**config.mk**
```make
export PLATFORM = sky130hd
export DESIGN_NAME = colorimeter_unlock_response_unit
export DESIGN_NICKNAME = d
export VERILOG_FILES = /design/src/sv/cur_pkg.sv /design/src/sv/colorimeter_unlock_response_unit.sv /design/src/sv/cur_resp_mix.sv
export SDC_FILE = /design/constraint.sdc
export NUM_CORES = 2
export LEC_CHECK = 0
export ABC_AREA = 1
export BUFFER_PORTS_ARGS = -buffer_cell sky130_fd_sc_hd__buf_2
export CORE_ASPECT_RATIO = 1.4
export CORE_MARGIN = 5
export CORE_UTILIZATION = 45
export CTS_BUF_LIST = sky130_fd_sc_hd__clkbuf_8
export CTS_CLUSTER_DIAMETER = 200
export DETAILED_ROUTE_END_ITERATION = 10
export GPL_ROUTABILITY_DRIVEN = 0
export PLACE_DENSITY_LB_ADDON = 0.3
export SLEW_MARGIN = 5
export SYNTH_ARGS = -nofsm -noshare
export SYNTH_HDL_FRONTEND = slang
export SYNTH_SLANG_ARGS = --single-unit
```
**constraint.sdc**
```tcl
create_clock -name clk -period 8.9 [get_ports clk]
set_clock_uncertainty 0.1 [all_clocks]
set_input_delay 1.78 -clock clk [delete_from_list [all_inputs] [get_ports clk]]
set_output_delay 1.78 -clock clk [all_outputs]
set_load 0.02 [all_outputs]
```
**src/sv/cur_pkg.sv**
```systemverilog
`timescale 1ns / 1ps

package cur_pkg;

	localparam logic [7:0] TAG_EXPECTED = 8'h99;

	localparam int KEY_W = 32;
	localparam int SUM_W = 12;

	typedef struct packed {
		logic [KEY_W-1:0] co0;
		logic [KEY_W-1:0] co1;
		logic [KEY_W-1:0] co2;
		logic [KEY_W-1:0] co3;
		logic [7:0]       s0;
		logic [7:0]       s1;
		logic [7:0]       seed_out;
		logic             bad;
	} mix_t;

endpackage

```
**src/sv/colorimeter_unlock_response_unit.sv**
```systemverilog
`timescale 1ns / 1ps
// A word accepted with start high passes through the input, product and result registers
// and then appears on the result ports with done high.
// Throughput: one word per cycle; busy is always low, and the two 32x32 multipliers
// in the product stage set the length of the longest path.
// Reset clears both key registers to zero and drops every pipeline valid bit; the
// receiver cannot stall, so each result is shown for exactly one cycle.

module colorimeter_unlock_response_unit
	import cur_pkg::*;
(
	input  logic        clk,
	input  logic        arst_n,
	input  logic        start,
	output logic        busy,
	input  logic [7:0]  reply_tag,
	input  logic [7:0]  seed_out,
	input  logic [7:0]  seed_in,
	input  logic [63:0] challenge_bytes,
	output logic        done,
	output logic [63:0] response_low,
	output logic [63:0] response_high,
	output logic        bad_reply,
	input  logic        psel,
	input  logic        penable,
	input  logic        pwrite,
	input  logic [2:0]  paddr,
	input  logic [31:0] pwdata,
	output logic [31:0] prdata,
	output logic        pready
);

	logic [KEY_W-1:0] key_first_q;
	logic [KEY_W-1:0] key_second_q;
	logic             cfg_wr;

	assign pready = 1'b1;
	assign busy   = 1'b0;
	assign cfg_wr = psel && penable && pwrite && pready;

	always_ff @(posedge clk or negedge arst_n) begin
		if (!arst_n) begin
			key_first_q  <= '0;
			key_second_q <= '0;
		end else if (cfg_wr) begin
			if (paddr[2]) begin
				key_second_q <= pwdata;
			end else begin
				key_first_q <= pwdata;
			end
		end
	end

	assign prdata = paddr[2] ? key_second_q : key_first_q;

	logic        valid_s1;
	logic [7:0]  tag_s1;
	logic [7:0]  sout_s1;
	logic [7:0]  sin_s1;
	logic [63:0] ch_s1;

	always_ff @(posedge clk or negedge arst_n) begin
		if (!arst_n) begin
			valid_s1 <= 1'b0;
		end else begin
			valid_s1 <= start && !busy;
		end
	end

	always_ff @(posedge clk) begin
		if (start && !busy) begin
			tag_s1  <= reply_tag;
			sout_s1 <= seed_out;
			sin_s1  <= seed_in;
			ch_s1   <= challenge_bytes;
		end
	end

	logic [7:0]       sc [8];
	logic [KEY_W-1:0] ci0;
	logic [KEY_W-1:0] ci1;
	logic [KEY_W-1:0] nk0;
	logic [KEY_W-1:0] nk1;
	logic [SUM_W-1:0] sum;
	logic [7:0]       nk0_tot;
	logic [7:0]       nk1_tot;
	mix_t             mix_d;

	always_comb begin
		for (int i = 0; i < 8; i++) begin
			sc[i] = ch_s1[8*i +: 8] ^ sin_s1;
		end
		ci0 = {sc[3], sc[0], sc[4], sc[6]};
		ci1 = {sc[1], sc[7], sc[2], sc[5]};
		nk0 = '0 - key_first_q;
		nk1 = '0 - key_second_q;
		nk0_tot = nk0[7:0] + nk0[15:8] + nk0[23:16] + nk0[31:24];
		nk1_tot = nk1[7:0] + nk1[15:8] + nk1[23:16] + nk1[31:24];
		sum = SUM_W'(nk0_tot) + SUM_W'(nk1_tot);
		for (int i = 0; i < 8; i++) begin
			sum = sum + SUM_W'(sc[i]);
		end
		mix_d.co0      = nk0 - ci1;
		mix_d.co1      = nk1 - ci0;
		mix_d.co2      = ci1 * nk0;
		mix_d.co3      = ci0 * nk1;
		mix_d.s0       = sum[7:0];
		mix_d.s1       = {4'b0000, sum[11:8]};
		mix_d.seed_out = sout_s1;
		mix_d.bad      = (tag_s1 != TAG_EXPECTED);
	end

	logic valid_s2;
	mix_t mix_s2;

	always_ff @(posedge clk or negedge arst_n) begin
		if (!arst_n) begin
			valid_s2 <= 1'b0;
		end else begin
			valid_s2 <= valid_s1;
		end
	end

	always_ff @(posedge clk) begin
		if (valid_s1) begin
			mix_s2 <= mix_d;
		end
	end

	logic [63:0] lo_d;
	logic [63:0] hi_d;

	cur_resp_mix u_mix (
		.mix (mix_s2),
		.lo  (lo_d),
		.hi  (hi_d)
	);

	logic        done_q;
	logic [63:0] lo_q;
	logic [63:0] hi_q;
	logic        bad_q;

	always_ff @(posedge clk or negedge arst_n) begin
		if (!arst_n) begin
			done_q <= 1'b0;
		end else begin
			done_q <= valid_s2;
		end
	end

	always_ff @(posedge clk) begin
		if (valid_s2) begin
			lo_q  <= lo_d;
			hi_q  <= hi_d;
			bad_q <= mix_s2.bad;
		end
	end

	assign done          = done_q;
	assign response_low  = lo_q;
	assign response_high = hi_q;
	assign bad_reply     = bad_q;

	a_accept_to_done: assert property (@(posedge clk) disable iff (!arst_n)
		(start && !busy) |-> ##3 done)
		else $error("accepted word did not produce a result three cycles later");

	a_done_has_source: assert property (@(posedge clk) disable iff (!arst_n)
		done |-> $past(valid_s2) && $past(valid_s1, 2))
		else $error("result strobe without a word in the pipeline");

	a_bad_tracks_tag: assert property (@(posedge clk) disable iff (!arst_n)
		valid_s1 |=> ##1 (bad_reply == $past(tag_s1 != TAG_EXPECTED, 2)))
		else $error("bad reply flag does not match the reply tag");

endmodule

```
**src/sv/cur_resp_mix.sv**
```systemverilog
`timescale 1ns / 1ps

module cur_resp_mix
	import cur_pkg::*;
(
	input  mix_t        mix,
	output logic [63:0] lo,
	output logic [63:0] hi
);

	logic [7:0] r [16];

	always_comb begin
		r[0]  = mix.co0[23:16] + mix.s0;
		r[1]  = mix.co2[15:8]  - mix.s1;
		r[2]  = mix.co3[7:0]   + mix.s1;
		r[3]  = mix.co1[23:16] + mix.s0;
		r[4]  = mix.co2[23:16] - mix.s1;
		r[5]  = mix.co3[23:16] - mix.s0;
		r[6]  = mix.co1[31:24] - mix.s0;
		r[7]  = mix.co0[7:0]   - mix.s1;
		r[8]  = mix.co3[15:8]  + mix.s0;
		r[9]  = mix.co2[31:24] - mix.s1;
		r[10] = mix.co0[15:8]  + mix.s0;
		r[11] = mix.co1[15:8]  - mix.s1;
		r[12] = mix.co1[7:0]   + mix.s1;
		r[13] = mix.co3[31:24] + mix.s1;
		r[14] = mix.co2[7:0]   + mix.s0;
		r[15] = mix.co0[31:24] - mix.s0;
	end

	always_comb begin
		lo = '0;
		hi = '0;
		for (int i = 0; i < 8; i++) begin
			lo[8*i +: 8] = r[i] ^ mix.seed_out;
			hi[8*i +: 8] = r[i+8] ^ mix.seed_out;
		end
	end

endmodule

```
* After elaboration in Yosys (flattened, before gate mapping)
Cells that the tools add are included.
Word-level totals: register bits after elaboration 433, output and inout bits 164, logic and storage cells 88
Cells by class: add/subtract/negate cells 35, multipliers 2, eq/ne operators 1, mux-type cells 1, bitwise gates (word level) 25, reduce and logical (&&, ||, !) cells 4
Operator list (count):
- $xor 8x8->8 | 24
- $add 8x8->8 | 11
- $mul 32x32->32 | 2
- $sub 1x32->32 const A | 2
- $sub 32x32->32 | 2
- $add 12x8->12 | 5
- $sub 8x4->8 | 5
- $mux 32 | 1
- $add 8x4->8 | 3
- $sub 8x8->8 | 3
- $add 11x8->12 | 1
- $add 10x8->11 | 1
- $add 9x8->10 | 1
- $add 8x8->9 | 1
- $ne 8x8->1 const B | 1
- $reduce_and 2->1 | 2
- $logic_and 1x1->1 | 2
- $not 1->1 | 1

* Depth between registers and ports, before layout
word-level depth 13, gate-level depth with buffers 43, depth with buffers taken out 42

* By module
A second synthesis with hierarchy kept.
Unflattened totals: cell total of the unflattened synthesis 7129, area total of the unflattened synthesis 61101.1 um^2
Modules (own cells, without submodules):
- colorimeter_unlock_response_unit | times used 1, cells an instance 5972, area each 54192.0 um^2
- cur_resp_mix | times used 1, cells an instance 1157, area each 6909.1 um^2

* Worst setup path before layout
Ideal clock, no wire load.
path type reg2reg, start point register key_first_q[0], end point register mix_s2[84] (netlist bit), data pin, setup time 265 ps, arrival time 7674 ps, setup slack 861 ps, stages on the path, launching flop included 33, buffers on the path 3, period minus slack after synthesis 8039 ps, cell sequence dfrtp_1 inv_2 clkbuf_1 ha_1 nand2_2 nor2_2 nand2_1 inv_1 nand2_1 nand2_1 clkbuf_1 clkbuf_1 nor2_1 fa_1 fa_1 fa_1 inv_1 fa_1 inv_1 fa_1 inv_1 fa_1 inv_1 fa_1 fa_1 ha_1 a21oi_1 o21ai_0 a21oi_1 o21ai_0 a21oi_1 o21ai_0 xor2_1
RTL lines:
- start, declared | line colorimeter_unlock_response_unit.sv:33 | logic [KEY_W-1:0] key_first_q;
- start signal, assigned | line colorimeter_unlock_response_unit.sv:49 | key_first_q <= pwdata;
- end signal, assigned | line colorimeter_unlock_response_unit.sv:126 | mix_s2 <= mix_d;
- end, declared | line colorimeter_unlock_response_unit.sv:114 | mix_t mix_s2;

==> metrics.txt <==
outcome=completed; Net count, final=8480; routed vias/inst=approximately 5.3; Post-Place Cells=8625; largest net degree at the start of global routing=between 70 and 80; highest net fanout along the worst path=15; via count=~47000; crit-path most repeated cell=fa_1; port buffer count=about 290; Netlist cell types=between 50 and 60; Core ar.=0.129 mm2; most frequent cells in the layout=inv_1, nand2_1, fa_1; # DRC=0; TritonCTS clock tree=yes; Slew Limit Headroom=25.0%; Max Cap Viol=0; Syn Inst Count=around 6500; RSZ-0062 raised after global routing=false; area grow syn2layout=10.9%; Die ar.=0.138 mm2; final WL=192000 um; # fillers=12100; period utilization=96.2%; asr flop ratio synth=15.5%; CTS Buffer Depth=3; Routed met1 length=67300 um; Net Count, Synth=about 8100; Worst-Margin Slew=1.12 ns; initial antenna violation count=5; drt wl/cell=21.9 um; CTS Root Cell=clkbuf_8; Congestion Overflow GR=0; CP max-delay cell=inv_1; layout cells sized above 1=10.6%; Detail Route met2 WL=around 88000 um; clock buffer count from CTS=72; TNS Setup=0 ns; ys flop type=edfxtp_1; CP Class=flip-flop to flip-flop; clk sink count=433; Crit path arrival time=9.09 ns; post-synthesis sequential area ratio=21.6%; Die W=315 um; yosys warns=0; Final ANT Viol Nets=0; Final WS setup=0.338 ns; vias in the first global route=48300; Final Hold Fails=0; crit path launch type=flip-flop; Global Route Usage Sum=27.9%; Data required, critical path=9.43 ns; most common cell after layout, fill and taps aside=inv_1; Crit. End Element=flip-flop; Initial Utilization=a little under half; Hold Path Class=flip-flop to flip-flop; met3 wire len=15800 um; hpwl dp=between 150000 and 200000 um; Die H=437 um; Mapped Avg Cell Area=8.96 um2; minimum clock period=8.56 ns; Final Setup Violations=0; io pins=293; fin. max-slew vios=0; global-route wire length before repair=approximately 290000 um; Clk Latency, worst-skew pair=approximately 0.80 ns; Mapped Area=0.0586 mm2; DRT Pass-1 Iters=10; CP peak stage delay=0.59 ns; Post-synth EDFFs=366; synthesis-stage register bit count=433; CTS H-tree lvls=3; Clock transition at path regs=0.07 ns; uppermost layer routed=met4; Initial DRC Count=3938; pre-CTS setup slack=0.316 ns; final std cells w/o fill=8764; FP Rows=156; FMAX=0.117 GHz
-- worst paths after layout --
| path | cells after the start | to | start | slack [ns] |
|---|---|---|---|---|
| setup / recovery | 27 | mix_s2[53]$_DFFE_PP_ | sin_s1[0]$_DFFE_PP_ | 0.34 |
| hold / removal | 0 | mix_s2[1]$_DFFE_PP_ | sout_s1[0]$_DFFE_PP_ | 0.31 |
| setup reg to reg | 27 | mix_s2[53]$_DFFE_PP_ | sin_s1[0]$_DFFE_PP_ | 0.34 |
| hold reg to reg | 0 | mix_s2[1]$_DFFE_PP_ | sout_s1[0]$_DFFE_PP_ | 0.31 |
| max in group asynchronous | 2 | valid_s2$_DFF_PN0_ | arst_n | 6.88 |
| min in group asynchronous | 2 | key_second_q[24]$_DFFE_PN0P_ | arst_n | 1.11 |
-- timing repair --
action,4_1_cts,5_1_grt
endpoints found under the hold margin,0,0
buffers inserted,0,4
hold buffers,0,0
endpoints found under the setup margin,0,4
resized for setup,0,15
-- final cells by class --
type,instances,area (um2),area share (%)
sequential,433,12700,19.5
clock buffer,73,1000,1.55
antenna,2,5.00,0.00770
inverter,1466,5510,8.49
timing repair buffer,513,3170,4.89
tap,1738,2170,3.35
multi-input combinational,4479,39900,61.4
clock inverter,60,520,0.801
-- cell usage after synthesis, types with 3 or more instances --
library cell / instances / area [um2]
o21a_1: 3 / 22.5
buf_2: 10 / 50.1
a21oi_1: 208 / 1040
nand3b_1: 20 / 150
and3_1: 3 / 18.8
a211oi_1: 8 / 60.1
or2_1: 3 / 18.8
clkinv_1: 17 / 63.8
nand4_1: 37 / 231
o21bai_1: 22 / 165
buf_1: 8 / 30.0
nand2_2: 14 / 87.6
fa_1: 923 / 18500
clkbuf_1: 140 / 526
o21ai_2: 4 / 35.0
a221oi_1: 4 / 35.0
o21ai_1: 15 / 75.1
a21o_1: 14 / 105
ha_1: 463 / 5790
nor2_2: 22 / 138
dfrtp_1: 67 / 1680
a2111oi_0: 5 / 43.8
edfxtp_1: 366 / 11000
inv_2: 24 / 90.1
a21boi_0: 5 / 37.5
xor2_1: 292 / 2560
xnor2_2: 4 / 65.1
o211ai_1: 6 / 45.0
buf_4: 5 / 37.5
nor3_1: 11 / 55.1
xnor2_1: 161 / 1410
a31oi_1: 13 / 81.3
nand3_1: 152 / 761
and2_1: 4 / 25.0
nor2_1: 725 / 2720
nor4_1: 10 / 62.6
inv_1: 1425 / 5350
or2_2: 12 / 75.1
o21ai_0: 185 / 926
nor2_4: 4 / 45.0
xor2_2: 5 / 81.3
nand2_1: 1104 / 4140
-- cells by family (layout without fill, tap and decap cells) --
| group | count (synthesis) | count (layout) | share of synthesized area, % |
|---|---|---|---|
| AO/OA/AOI/OAI | 500 | 500 | 4.67 |
| XOR/XNOR | 463 | 463 | 7.07 |
| adder cells (fa/ha/maj) | 1386 | 1386 | 41.4 |
| buffers and inverters | 1629 | 2112 | 10.5 |
| flip-flops | 433 | 433 | 21.6 |
| other | 2 | 4 | 0.0128 |
| AND/OR/NAND/NOR | 2128 | 2128 | 14.7 |
-- state kept, by name (all words and copies together), names as in the netlist --
register and count:
tag_s1 8, key_second_q 32, response_high 64, sin_s1 8
done 1, sout_s1 8, response_low 64, ch_s1 64
mix_s2 149, valid_s2 1, key_first_q 32, valid_s1 1
bad_reply 1
-- metal layers --
layer,vias up,track usage (%)
met5,-,0
met4,0,22.9
met3,846,4.91
met2,2346,45.1
met1,22800,32.3
li1,20600,-
-- worst max-delay path: cells and delay by family (launching register included) --
family          cells  cell delay, ns
compound gates      6            1.26
buf+inv             9            1.37
fa+ha+maj          10            4.24
xor+xnor            2            0.89
flops               1            0.56
-- per-stage QoR --
step	hold WS, ns	instance area (um2)	utilization (%)
after floorplan	0.300	58600	-
after global placement	0.301	63400	49.0
after detailed placement	0.306	63400	49.0
after CTS	0.315	64900	50.2
after global routing	0.309	65000	50.3
final	0.311	65000	50.3
Power is not shown: default switching activity piles up to over one toggle a cycle in this logic, so the estimate is an artifact.
